[src/rtl/pic_pkg.sv]
`default_nettype none

package pic_pkg;

   localparam int SRC_ID_W = 5;

   localparam logic [7:0] SPURIOUS_VECTOR = 8'd24;
   localparam logic [7:0] AUTOVECTOR_BASE = 8'd25;

   localparam logic [7:0] OFS_MASK = 8'h22;
   localparam logic [7:0] OFS_PEND = 8'h26;
   localparam logic [7:0] LAST_CTRL_OFS = 8'd12;
   localparam logic [7:0] AUTO_FLAG = 8'h80;
   localparam logic [2:0] CPU_LEVEL_MAX = 3'h7;

   typedef enum logic [2:0] {
      ACT_TICK   = 3'd0,
      ACT_READ   = 3'd1,
      ACT_WRITE  = 3'd2,
      ACT_ASSERT = 3'd3,
      ACT_CLEAR  = 3'd4
   } action_type;

   typedef enum logic [1:0] {
      ST_IDLE,
      ST_SCAN,
      ST_COMMIT
   } state_type;

   typedef struct packed {
      logic                start;
      logic                en;
      logic [2:0]          level;
      logic [1:0]          prio;
      logic                auto_vec;
      logic [7:0]          vector;
      logic [SRC_ID_W-1:0] src;
   } scan_cmd_type;

   typedef struct packed {
      logic                valid;
      logic [2:0]          level;
      logic [1:0]          prio;
      logic [7:0]          vector;
      logic [SRC_ID_W-1:0] src;
   } scan_best_type;

   function automatic logic [7:0] ctrl_reset_value(input int unsigned idx);
      logic [7:0] value;
      value = 8'h00;
      if (idx >= 1 && idx <= 7) begin
         value = 8'(4 * idx);
      end else if (idx == 8) begin
         value = 8'd32;
      end else if (idx >= 9 && idx <= 11) begin
         value = AUTO_FLAG;
      end
      return value;
   endfunction

endpackage

`default_nettype wire

[src/rtl/pic_scan.sv]
`default_nettype none

module pic_scan (
   input  wire logic                  clock,
   input  wire logic                  reset,
   input  wire pic_pkg::scan_cmd_type cmd,
   output pic_pkg::scan_best_type     best
);

   pic_pkg::scan_best_type best_ff;
   pic_pkg::scan_best_type best_in;
   logic better;
   logic [7:0] cand_vector;

   always_comb begin
      better = (cmd.level > best_ff.level) ||
               ((cmd.level == best_ff.level) && (cmd.prio > best_ff.prio));
      cand_vector = cmd.auto_vec ?
                    (pic_pkg::AUTOVECTOR_BASE - 8'd1 + {5'd0, cmd.level}) : cmd.vector;
      best_in = best_ff;
      if (cmd.start) begin
         best_in = '0;
      end else if (cmd.en && better) begin
         best_in.valid = 1'b1;
         best_in.level = cmd.level;
         best_in.prio = cmd.prio;
         best_in.vector = cand_vector;
         best_in.src = cmd.src;
      end
   end

   always_ff @(posedge clock) begin
      if (reset) begin
         best_ff <= '0;
      end else begin
         best_ff <= best_in;
      end
   end

   assign best = best_ff;

endmodule

`default_nettype wire

[src/rtl/prioritized_interrupt_controller_core.sv]
// Level and priority interrupt controller for up to NUM_SOURCES sources.
// Requests arrive on the req_ channel: a tick with the CPU level, a register
// read or write, a source assert with its vector, or a source clear. Each
// request produces exactly one response on the rsp_ channel.
// A tick scans the sources one per cycle through a single shared compare unit,
// then passes through the commit state to the output register. Reads, writes,
// asserts and clears go from acceptance straight to the commit state. The block
// holds one request at a time: req_stall is high from acceptance until the
// response is loaded into the output register, so a new request can be taken
// while the previous response still waits there.
// When the receiver holds rsp_stall, the response stays on the ports and a
// finished request waits in the commit state until the output register frees.
// Synchronous reset clears all pending bits, masks every source, restores the
// default control bytes and sets every stored vector to the spurious vector.
`default_nettype none

module prioritized_interrupt_controller_core #(
   parameter int NUM_SOURCES = 32
) (
   input  wire logic        clock,
   input  wire logic        reset,
   input  wire logic        req_valid,
   output logic             req_stall,
   input  wire logic [2:0]  req_action,
   input  wire logic [7:0]  req_reg_offset,
   input  wire logic [31:0] req_write_data,
   input  wire logic [4:0]  req_source_id,
   input  wire logic [7:0]  req_source_vector,
   input  wire logic [2:0]  req_cpu_level,
   output logic             rsp_valid,
   input  wire logic        rsp_stall,
   output logic [31:0]      rsp_read_data,
   output logic             rsp_take_interrupt,
   output logic [7:0]       rsp_taken_vector,
   output logic [2:0]       rsp_new_level,
   output logic [4:0]       rsp_taken_source,
   output logic             rsp_bad_access
);

   localparam int SRC_W = (NUM_SOURCES > 1) ? $clog2(NUM_SOURCES) : 1;
   localparam logic [SRC_W-1:0] LAST_IDX = SRC_W'(NUM_SOURCES - 1);

   pic_pkg::state_type state_ff, state_in;
   logic [SRC_W-1:0] scan_idx_ff, scan_idx_in;

   logic [2:0]  act_ff;
   logic [7:0]  ofs_ff;
   logic [31:0] data_ff;
   logic [4:0]  src_ff;
   logic [7:0]  vec_ff;
   logic [2:0]  cpu_ff;

   logic [31:0] pending_ff, pending_in;
   logic [31:0] mask_ff, mask_in;
   logic [7:0]  ctrl_ff [NUM_SOURCES];
   logic [7:0]  svec_ff [NUM_SOURCES];

   logic             ctrl_we;
   logic             svec_we;
   logic [7:0]       svec_wdata;
   logic [SRC_W-1:0] ctrl_addr;
   logic [SRC_W-1:0] rd_idx;
   logic [7:0]       ctrl_rd;
   logic             ctrl_hit;
   logic             src_ok;
   logic             accept;
   logic             out_free;
   logic             commit;

   logic        rsp_valid_ff, rsp_valid_in;
   logic [31:0] rsp_read_data_ff, rsp_read_data_in;
   logic        rsp_take_ff, rsp_take_in;
   logic [7:0]  rsp_vector_ff, rsp_vector_in;
   logic [2:0]  rsp_level_ff, rsp_level_in;
   logic [4:0]  rsp_source_ff, rsp_source_in;
   logic        rsp_bad_ff, rsp_bad_in;

   pic_pkg::scan_cmd_type  scan_cmd;
   pic_pkg::scan_best_type best;

   pic_scan u_scan (
      .clock(clock),
      .reset(reset),
      .cmd  (scan_cmd),
      .best (best)
   );

   assign req_stall = (state_ff != pic_pkg::ST_IDLE);
   assign accept = req_valid && !req_stall;
   assign out_free = !rsp_valid_ff || !rsp_stall;
   assign commit = (state_ff == pic_pkg::ST_COMMIT) && out_free;

   assign ctrl_hit = (ofs_ff <= pic_pkg::LAST_CTRL_OFS) &&
                     (({1'b0, ofs_ff} + 9'd1) < 9'(NUM_SOURCES));
   assign ctrl_addr = SRC_W'(ofs_ff + 8'd1);
   assign src_ok = ({1'b0, src_ff} < 6'(NUM_SOURCES));
   assign rd_idx = (state_ff == pic_pkg::ST_SCAN) ? scan_idx_ff : ctrl_addr;
   assign ctrl_rd = ctrl_ff[rd_idx];

   always_comb begin
      scan_cmd.start = accept && (req_action == pic_pkg::ACT_TICK);
      scan_cmd.en = (state_ff == pic_pkg::ST_SCAN) &&
                    pending_ff[5'(scan_idx_ff)] && !mask_ff[5'(scan_idx_ff)];
      scan_cmd.level = ctrl_rd[4:2];
      scan_cmd.prio = ctrl_rd[1:0];
      scan_cmd.auto_vec = ctrl_rd[7];
      scan_cmd.vector = svec_ff[scan_idx_ff];
      scan_cmd.src = 5'(scan_idx_ff);
   end

   always_comb begin
      state_in = state_ff;
      scan_idx_in = scan_idx_ff;
      unique case (state_ff)
         pic_pkg::ST_IDLE: begin
            if (accept) begin
               scan_idx_in = '0;
               state_in = (req_action == pic_pkg::ACT_TICK) ?
                          pic_pkg::ST_SCAN : pic_pkg::ST_COMMIT;
            end
         end
         pic_pkg::ST_SCAN: begin
            scan_idx_in = scan_idx_ff + SRC_W'(1);
            if (scan_idx_ff == LAST_IDX) begin
               state_in = pic_pkg::ST_COMMIT;
            end
         end
         pic_pkg::ST_COMMIT: begin
            if (out_free) begin
               state_in = pic_pkg::ST_IDLE;
            end
         end
         default: begin
            state_in = pic_pkg::ST_IDLE;
         end
      endcase
   end

   always_comb begin
      pending_in = pending_ff;
      mask_in = mask_ff;
      ctrl_we = 1'b0;
      svec_we = 1'b0;
      svec_wdata = vec_ff;
      rsp_read_data_in = '0;
      rsp_take_in = 1'b0;
      rsp_vector_in = '0;
      rsp_level_in = '0;
      rsp_source_in = '0;
      rsp_bad_in = 1'b0;
      if (commit) begin
         unique case (act_ff)
            pic_pkg::ACT_TICK: begin
               if (best.valid && (best.level > cpu_ff)) begin
                  pending_in[best.src] = 1'b0;
                  rsp_take_in = 1'b1;
                  rsp_vector_in = best.vector;
                  rsp_level_in = best.level;
                  rsp_source_in = best.src;
               end
            end
            pic_pkg::ACT_READ: begin
               priority if (ofs_ff == pic_pkg::OFS_MASK) begin
                  rsp_read_data_in = mask_ff;
               end else if (ofs_ff == pic_pkg::OFS_PEND) begin
                  rsp_read_data_in = pending_ff;
               end else if (ctrl_hit) begin
                  rsp_read_data_in = {24'd0, ctrl_rd};
               end else begin
                  rsp_bad_in = 1'b1;
               end
            end
            pic_pkg::ACT_WRITE: begin
               priority if (ofs_ff == pic_pkg::OFS_MASK) begin
                  mask_in = data_ff;
               end else if (ofs_ff == pic_pkg::OFS_PEND) begin
                  mask_in = mask_ff;
               end else if (ctrl_hit) begin
                  ctrl_we = 1'b1;
               end else begin
                  rsp_bad_in = 1'b1;
               end
            end
            pic_pkg::ACT_ASSERT: begin
               if (src_ok && !pending_ff[src_ff]) begin
                  pending_in[src_ff] = 1'b1;
                  svec_we = !mask_ff[src_ff];
               end
            end
            pic_pkg::ACT_CLEAR: begin
               if (src_ok && pending_ff[src_ff]) begin
                  pending_in[src_ff] = 1'b0;
                  svec_we = 1'b1;
                  svec_wdata = pic_pkg::SPURIOUS_VECTOR;
               end
            end
            default: begin
               rsp_bad_in = 1'b0;
            end
         endcase
      end
   end

   always_comb begin
      rsp_valid_in = rsp_valid_ff;
      if (commit) begin
         rsp_valid_in = 1'b1;
      end else if (!rsp_stall) begin
         rsp_valid_in = 1'b0;
      end
   end

   always_ff @(posedge clock) begin
      if (reset) begin
         state_ff <= pic_pkg::ST_IDLE;
         scan_idx_ff <= '0;
         rsp_valid_ff <= 1'b0;
         pending_ff <= '0;
         mask_ff <= '1;
      end else begin
         state_ff <= state_in;
         scan_idx_ff <= scan_idx_in;
         rsp_valid_ff <= rsp_valid_in;
         pending_ff <= pending_in;
         mask_ff <= mask_in;
      end
   end

   always_ff @(posedge clock) begin
      if (reset) begin
         for (int i = 0; i < NUM_SOURCES; i++) begin
            ctrl_ff[i] <= pic_pkg::ctrl_reset_value(i);
            svec_ff[i] <= pic_pkg::SPURIOUS_VECTOR;
         end
      end else begin
         if (ctrl_we) begin
            ctrl_ff[ctrl_addr] <= data_ff[7:0];
         end
         if (svec_we) begin
            svec_ff[SRC_W'(src_ff)] <= svec_wdata;
         end
      end
   end

   always_ff @(posedge clock) begin
      if (accept) begin
         act_ff <= req_action;
         ofs_ff <= req_reg_offset;
         data_ff <= req_write_data;
         src_ff <= req_source_id;
         vec_ff <= req_source_vector;
         cpu_ff <= req_cpu_level;
      end
      if (commit) begin
         rsp_read_data_ff <= rsp_read_data_in;
         rsp_take_ff <= rsp_take_in;
         rsp_vector_ff <= rsp_vector_in;
         rsp_level_ff <= rsp_level_in;
         rsp_source_ff <= rsp_source_in;
         rsp_bad_ff <= rsp_bad_in;
      end
   end

   assign rsp_valid = rsp_valid_ff;
   assign rsp_read_data = rsp_read_data_ff;
   assign rsp_take_interrupt = rsp_take_ff;
   assign rsp_taken_vector = rsp_vector_ff;
   assign rsp_new_level = rsp_level_ff;
   assign rsp_taken_source = rsp_source_ff;
   assign rsp_bad_access = rsp_bad_ff;

endmodule

`default_nettype wire

[config.mk]
export PLATFORM = sky130hd
export DESIGN_NAME = prioritized_interrupt_controller_core
export DESIGN_NICKNAME = d
export VERILOG_FILES = /design/src/rtl/pic_pkg.sv /design/src/rtl/pic_scan.sv /design/src/rtl/prioritized_interrupt_controller_core.sv
export SDC_FILE = /design/constraint.sdc
export NUM_CORES = 1
export LEC_CHECK = 0
export ABC_AREA = 0
export ABC_CLOCK_PERIOD_IN_PS = 4700
export BUFFER_PORTS_ARGS = -buffer_cell sky130_fd_sc_hd__buf_2
export CAP_MARGIN = 20
export CORE_AREA = 3 3 241 243
export CTS_CLUSTER_DIAMETER = 120
export DETAILED_ROUTE_END_ITERATION = 6
export DIE_AREA = 0 0 244 246
export PLACE_DENSITY = 0.75
export SLEW_MARGIN = 0
export SYNTH_ARGS = -nofsm -noshare
export SYNTH_HDL_FRONTEND = slang
export SYNTH_HIERARCHICAL = 1
export SYNTH_SLANG_ARGS = --single-unit
[constraint.sdc]
create_clock -name clock -period 4.7 [get_ports clock]
set_input_delay 0.94 -clock clock [delete_from_list [all_inputs] [get_ports clock]]
set_output_delay 0.94 -clock clock [all_outputs]
set_load 0.05 [all_outputs]
-- Word level (Yosys, flattened, before mapping)
Memories as Yosys holds them, arrays and structs flattened. A register that Yosys moved wholly into a read port is not among the register bits.
Cells that the tools add are included.
- word-level logic and storage cells: 164
- flip-flop bits (word level): 200
- input bits: 63
- memories kept: 2
- output and inout port bits: 52
- RAM bits: 512
- memory list (name ; depth ; bits a word ; read ports ; clocked after memory_dff ; wr ports ; line ; text):
    ctrl_ff ; 32 ; 8 ; 1 ; 0 ; 32 ; prioritized_interrupt_controller_core.sv:55 ; logic [7:0] ctrl_ff [NUM_SOURCES];
    svec_ff ; 32 ; 8 ; 1 ; 1 ; 32 ; prioritized_interrupt_controller_core.sv:56 ; logic [7:0] svec_ff [NUM_SOURCES];
- equal/unequal tests: 17
- add/sub/neg operators: 4
- magnitude comparators: 10
- mux-type cells: 69
- bitwise logic cells: 6
- reductions and logical operators: 34
- operator list (operator ; count):
    2-to-1 mux 32 bit ; 5
    2-to-1 mux 8 bit ; 16
    case mux 32 bit (3 select lines) ; 1
    AND 32 bit ; 2
    inverter 32 bit ; 2
    bitwise OR 32 bit ; 1
    2-to-1 mux 5 bit ; 6
    2-to-1 mux 1 bit ; 28
    binary-select mux 1 bit (select 5 bit) ; 4
    less-than comparator 5 x 6 -> 1 bit, second input constant ; 3
    == test 8 x 6 -> 1 bit, second input constant ; 2
    OR reduction 8 bit ; 2
    logical AND 1 bit ; 11
    adder 5 x 1 -> 5 bit, second input constant ; 2
    demux 1 bit (select 5 bit) ; 2
    greater-or-equal comparator 5 x 1 -> 1 bit, second input constant ; 2
    != test 2 bit, second input constant ; 5
    case mux 5 bit (2 select lines) ; 1
    adder 8 x 1 -> 9 bit, second input constant ; 1
    less-than comparator 9 x 6 -> 1 bit, second input constant ; 1
    <= comparator 8 x 4 -> 1 bit, second input constant ; 1
    2-to-1 mux 2 bit ; 4
    adder 5 x 3 -> 6 bit, first input constant ; 1
    == test 3 x 2 -> 1 bit, second input constant ; 2
    other kinds (23) ; 35

-- Logic depth before layout (Yosys ltp)
- depth after elaboration: 13
- depth in mapped cells: 18
- mapped depth without buffers: 13

-- Cells and area by module
The synthesis kept the hierarchy.
- by module, submodules not included (module ; cells an instance ; area an instance (um2) ; instances ; sequential area each (um2)):
    prioritized_interrupt_controller_core ; 2406 ; 31560.3 ; 1 ; 20189.4
    pic_scan ; 103 ; 927.1 ; 1 ; 380.4

-- Worst setup path before layout
OpenSTA, ideal clock, no wires.
- kind: register to register
- start: reg ofs_ff[1]
- end: reg u_scan.best_ff (netlist bit u_scan/best[10])
- clock period less this slack: 3.948 ns
- stages on the path, launching flop included: 17
- required time: 4.628 ns
- data arrival time: 3.876 ns
- setup time: 0.072 ns
- slack: 0.752 ns
- path buffers: 5
- cell sequence: edfxtp_1 -> ha_1 -> clkbuf_1 -> xnor2_1 -> mux2_2 -> clkbuf_1 -> buf_1 -> mux2i_1 -> o221ai_1 -> a211oi_1 -> ha_1 -> nor2b_1 -> a2bb2oi_1 -> o211ai_1 -> buf_6 -> buf_12 -> mux2i_1
- word-level cells in the longest chain between the ends: 7
- elaborated cells on any way between the ends: 11
- those cells by class: add/sub (2); order compare (2); eq/ne (1); mux (2); reduce/logical (3); memory (1)
- ends and longest elaborated chain (element ; line ; text):
    start, declared ; prioritized_interrupt_controller_core.sv:47 ; logic [7:0] ofs_ff;
    start signal, assigned ; prioritized_interrupt_controller_core.sv:248 ; ofs_ff <= req_reg_offset;
    adder 5 x 1 -> 5 bit ; prioritized_interrupt_controller_core.sv:95 ; assign ctrl_addr = SRC_W'(ofs_ff + 8'd1);
    2-to-1 mux 5 bit ; prioritized_interrupt_controller_core.sv:97 ; assign rd_idx = (state_ff == pic_pkg::ST_SCAN) ? scan_idx_ff : ctrl_addr;
    memory read (32 x 8 bit) ; -- ;
    net ctrl_rd[1] ; prioritized_interrupt_controller_core.sv:63 ; logic [7:0] ctrl_rd;
    greater-than comparator 2 bit ; pic_scan.sv:17 ; ((cmd.level == best_ff.level) && (cmd.prio > best_ff.prio));
    logical AND 1 bit ; pic_scan.sv:17 ;
    logical OR 1 bit ; pic_scan.sv:16 ; better = (cmd.level > best_ff.level) ||
    logical AND 1 bit ; pic_scan.sv:23 ; end else if (cmd.en && better) begin
    end signal, assigned ; pic_scan.sv:36 ; best_ff <= best_in;
    end, declared ; pic_scan.sv:10 ; pic_pkg::scan_best_type best_ff;
The timed path passes the listed nets, and every way through them passes these cells.
A chain may end at the register's enable or synchronous reset.

-- Worst setup path in the final report
- start: reg state_ff[1]
- end: reg u_scan.best_ff (netlist bit u_scan/best[13])
- word-level cells in the longest chain between the ends: 7
- elaborated cells on any way between the ends: 16
- those cells by class: order compare (2); eq/ne (2); mux (1); reduce/logical (10); memory (1)
- ends and longest elaborated chain (element ; line ; text):
    start, declared ; prioritized_interrupt_controller_core.sv:43 ; pic_pkg::state_type state_ff, state_in;
    start signal, assigned ; prioritized_interrupt_controller_core.sv:215 ; state_ff <= pic_pkg::ST_IDLE;
    start signal, assigned ; prioritized_interrupt_controller_core.sv:221 ; state_ff <= state_in;
    == test 2 x 1 -> 1 bit * ; prioritized_interrupt_controller_core.sv:97 ;
    2-to-1 mux 5 bit * ; prioritized_interrupt_controller_core.sv:97 ;
    memory read (32 x 8 bit) * ; -- ;
    net ctrl_rd[4] ; prioritized_interrupt_controller_core.sv:63 ;
    parallel branches: the longest is 2 deep, another holds greater-than comparator 3 bit ; -- ;
    logical OR 1 bit * ; pic_scan.sv:16 ;
    logical AND 1 bit * ; pic_scan.sv:23 ;
Mark *: on every way through the listed nets, which the timed path passes.

==> run metrics <==
Synth top area share 0.574; Clock Latency Late Sink around 0.64 ns; std cell rows 87; most frequent cell after synthesis edfxtp_1; GRT Residual Overflow 0; area delta synth->final 13.3%; initial antenna violation count 3; final RePlAce weighted congestion 0.976; Setup TNS Final 0 ns; Core Box Area ~56000 um2; Placed Area 34300 um2; period utilisation layout 0.924; RSZ-0062 raised after global routing false; Die Width between 200 and 250 um; ranking of synthesized cells by area edfxtp_1 57%, mux4_2 7.3%, dfxtp_1 5.9%; number of global-route vias before repair roughly 21000; CP max stage cell dfxtp_1; Buffers on Ports approximately 110; H-tree level count 3; CP Class register to register; largest net degree at the start of global routing 85; Mapped Area 32500 um2; crit path launch type register; Vias approximately 22000; Worst-Margin Slew 1.14 ns; global-route usage over all layers 0.297; MaxCap Viol Count 0; Final nets 2744; Initial Utilization 0.578; Slew Limit Fails 0; Finished Cell Area between 30000 and 40000 um2; DRT iter0 DRCs 2901; cell mode on critical path buf_4; cts bufs inserted 74; critical-path maximum fanout 40; max incr delay on CP roughly 0.45 ns; yosys warns 6; Detail Route Antenna Nets 0; io pins ~120; first-pass GRT wire length 134 mm; peak supply drop approximately 0.00033 V; min cycle time layout 4.34 ns; status finished, final reports clean; Root Driver clkbuf_16; Pwr Total 0.0144 W; Yosys top cell by area edfxtp_1; final hold vios 0; cts repair resizes 0; CTS Sinks 717; Hold Slack approximately 0.45 ns; Unique masters post-synth 64; Post-synth EDFFs about 620; Post-CTS Setup Inserts 0; vias per std cell 6.28; Fill cells ~4000; crit path capture type register; clock skew 0.0374 ns; crit path DAT 4.87 ns; Seq/Total Area, Yosys 0.633; async set-reset flop share out of synthesis 0; HPWL after DPL 60.4 mm; top post-synthesis cells by count 621 x edfxtp_1, 307 x nor2_1, 241 x nand2_1, 201 x and2_1, 144 x clkbuf_1; fmax between 200 and 250 MHz; routed wire length per instance roughly 26 um; TritonRoute pass-1 iters 6; Clk pin slew, worst setup/hold paths ~0.060 ns; Hold Path Class register to register; dominant synthesized flop cell edfxtp_1; P per Cell Area about 400 nW/um2; Residual DRC 0; Lkg Pwr 12.9 nW; CTS tree done; die area approximately 60000 um2; cell count after synthesis 2509; clk buf depth 3; worst relative slew slack 0.237; Post-Route Utilization 0.656; cts hold-fix bufs 0; number of synthesized register bits 717; CP Cell Sequence nand2b_1 -> buf_4 -> a21o_4 -> buf_12 -> buf_4 -> mux2i_1 -> a32oi_1 -> a21oi_1 -> a211oi_1 -> buf_4 -> ha_1 -> a21oi_1 -> o21ai_0 -> o211ai_1 -> buf_4 -> mux2i_1; Synth Area per Inst approximately 13 um2; drt total wl ~89 mm; share of cells above drive strength 1 0.177; Setup violations, final 0; Die H between 200 and 250 um; worst endpoint required time about 5.2 ns
sequential cells by signal, indices dropped and copies added (netlist names), 5 cells and up, named ones only:
name,count
src_ff,5
vec_ff,8
svec_ff,256
rsp_taken_source,5
ofs_ff,8
u_scan/best,19
rsp_taken_vector,8
mask_ff,32
ctrl_ff,256
pending_ff,32
data_ff,32
scan_idx_ff,5
rsp_read_data,32
cell type report:
cell class | count | area [um2] | area share
timing repair buffer | 207 | 1370 | 0.0373
inverter | 45 | 169 | 0.00459
tap | 756 | 946 | 0.0257
clock buffer | 98 | 2070 | 0.0561
clock inverter | 36 | 393 | 0.0107
multi-input combinational | 1620 | 11300 | 0.307
antenna | 2 | 5.00 | 0.000136
sequential | 717 | 20600 | 0.559
critical path: cells and delay by family (launching register included):
family                   cells  cell delay, ns
AND/OR/NAND/NOR              1            0.39
AO/OA/AOI/OAI                7            1.19
flip-flops                   1            0.45
multiplexers                 2            0.53
buffers and inverters        5            1.36
adder cells (fa/ha/maj)      1            0.31
through the flow:
| stage | worst slack [ns] | cells |
|---|---|---|
| finish | 0.359 | 3481 |
| global route | 0.0513 | 3479 |
| CTS | 0.396 | 3477 |
| detailed placement | 0.396 | 3343 |
| global placement | 0.521 | 3342 |
| floorplan | 0.752 | 2572 |
cell families (layout without fill, tap and decap cells):
group / Yosys count / count (layout) / share of synthesized area
AND/OR/NAND/NOR: 927 / 927 / 0.137
buffers and inverters: 235 / 386 / 0.0288
AO/OA/AOI/OAI: 361 / 361 / 0.0760
multiplexers: 247 / 247 / 0.117
XOR/XNOR: 5 / 5 / 0.00135
other: 1 / 66 / 0.000115
flip-flops: 717 / 717 / 0.633
adder cells (fa/ha/maj): 16 / 16 / 0.00616
layer usage:
| layer | GRT usage | routed length [um] | share of wire |
|---|---|---|---|
| met1 | 0.423 | 34700 | 0.39 |
| met2 | 0.454 | 40600 | 0.46 |
| met3 | 0.0724 | 10900 | 0.12 |
| met4 | 0.103 | 2820 | 0.032 |
| met5 | 0.00245 | 7 | 0.000079 |
final timing paths:
path         cells past startpoint  slack [ns]         from               to
max                             16        0.36  state_ff[1]  u_scan/best[13]
min                              1        0.45  data_ff[14]      mask_ff[14]
max reg2reg                     16        0.36  state_ff[1]  u_scan/best[13]
min reg2reg                      1        0.45  data_ff[14]      mask_ff[14]
where the power goes:
| group | switching (W) | internal [W] |
|---|---|---|
| logic | 0.000774 | 0.000362 |
| clock network | 0.00249 | 0.00350 |
| registers | 0.000116 | 0.00712 |
| total | 0.00338 | 0.0110 |
layout by cell type (no fill, tap or decap), types with 56 or more instances in the layout:
cell	synthesis	layout
conb_1	1	64
o21ai_0	74	74
clkbuf_16	0	78
buf_2	20	113
dfxtp_1	96	94
nor2_1	307	304
buf_4	1	86
and2_1	201	201
mux2i_1	126	125
a21oi_1	57	56
nand2_1	241	241
mux4_2	105	105
edfxtp_1	621	621
No activity file was read; power rests on OpenSTA's default activity.
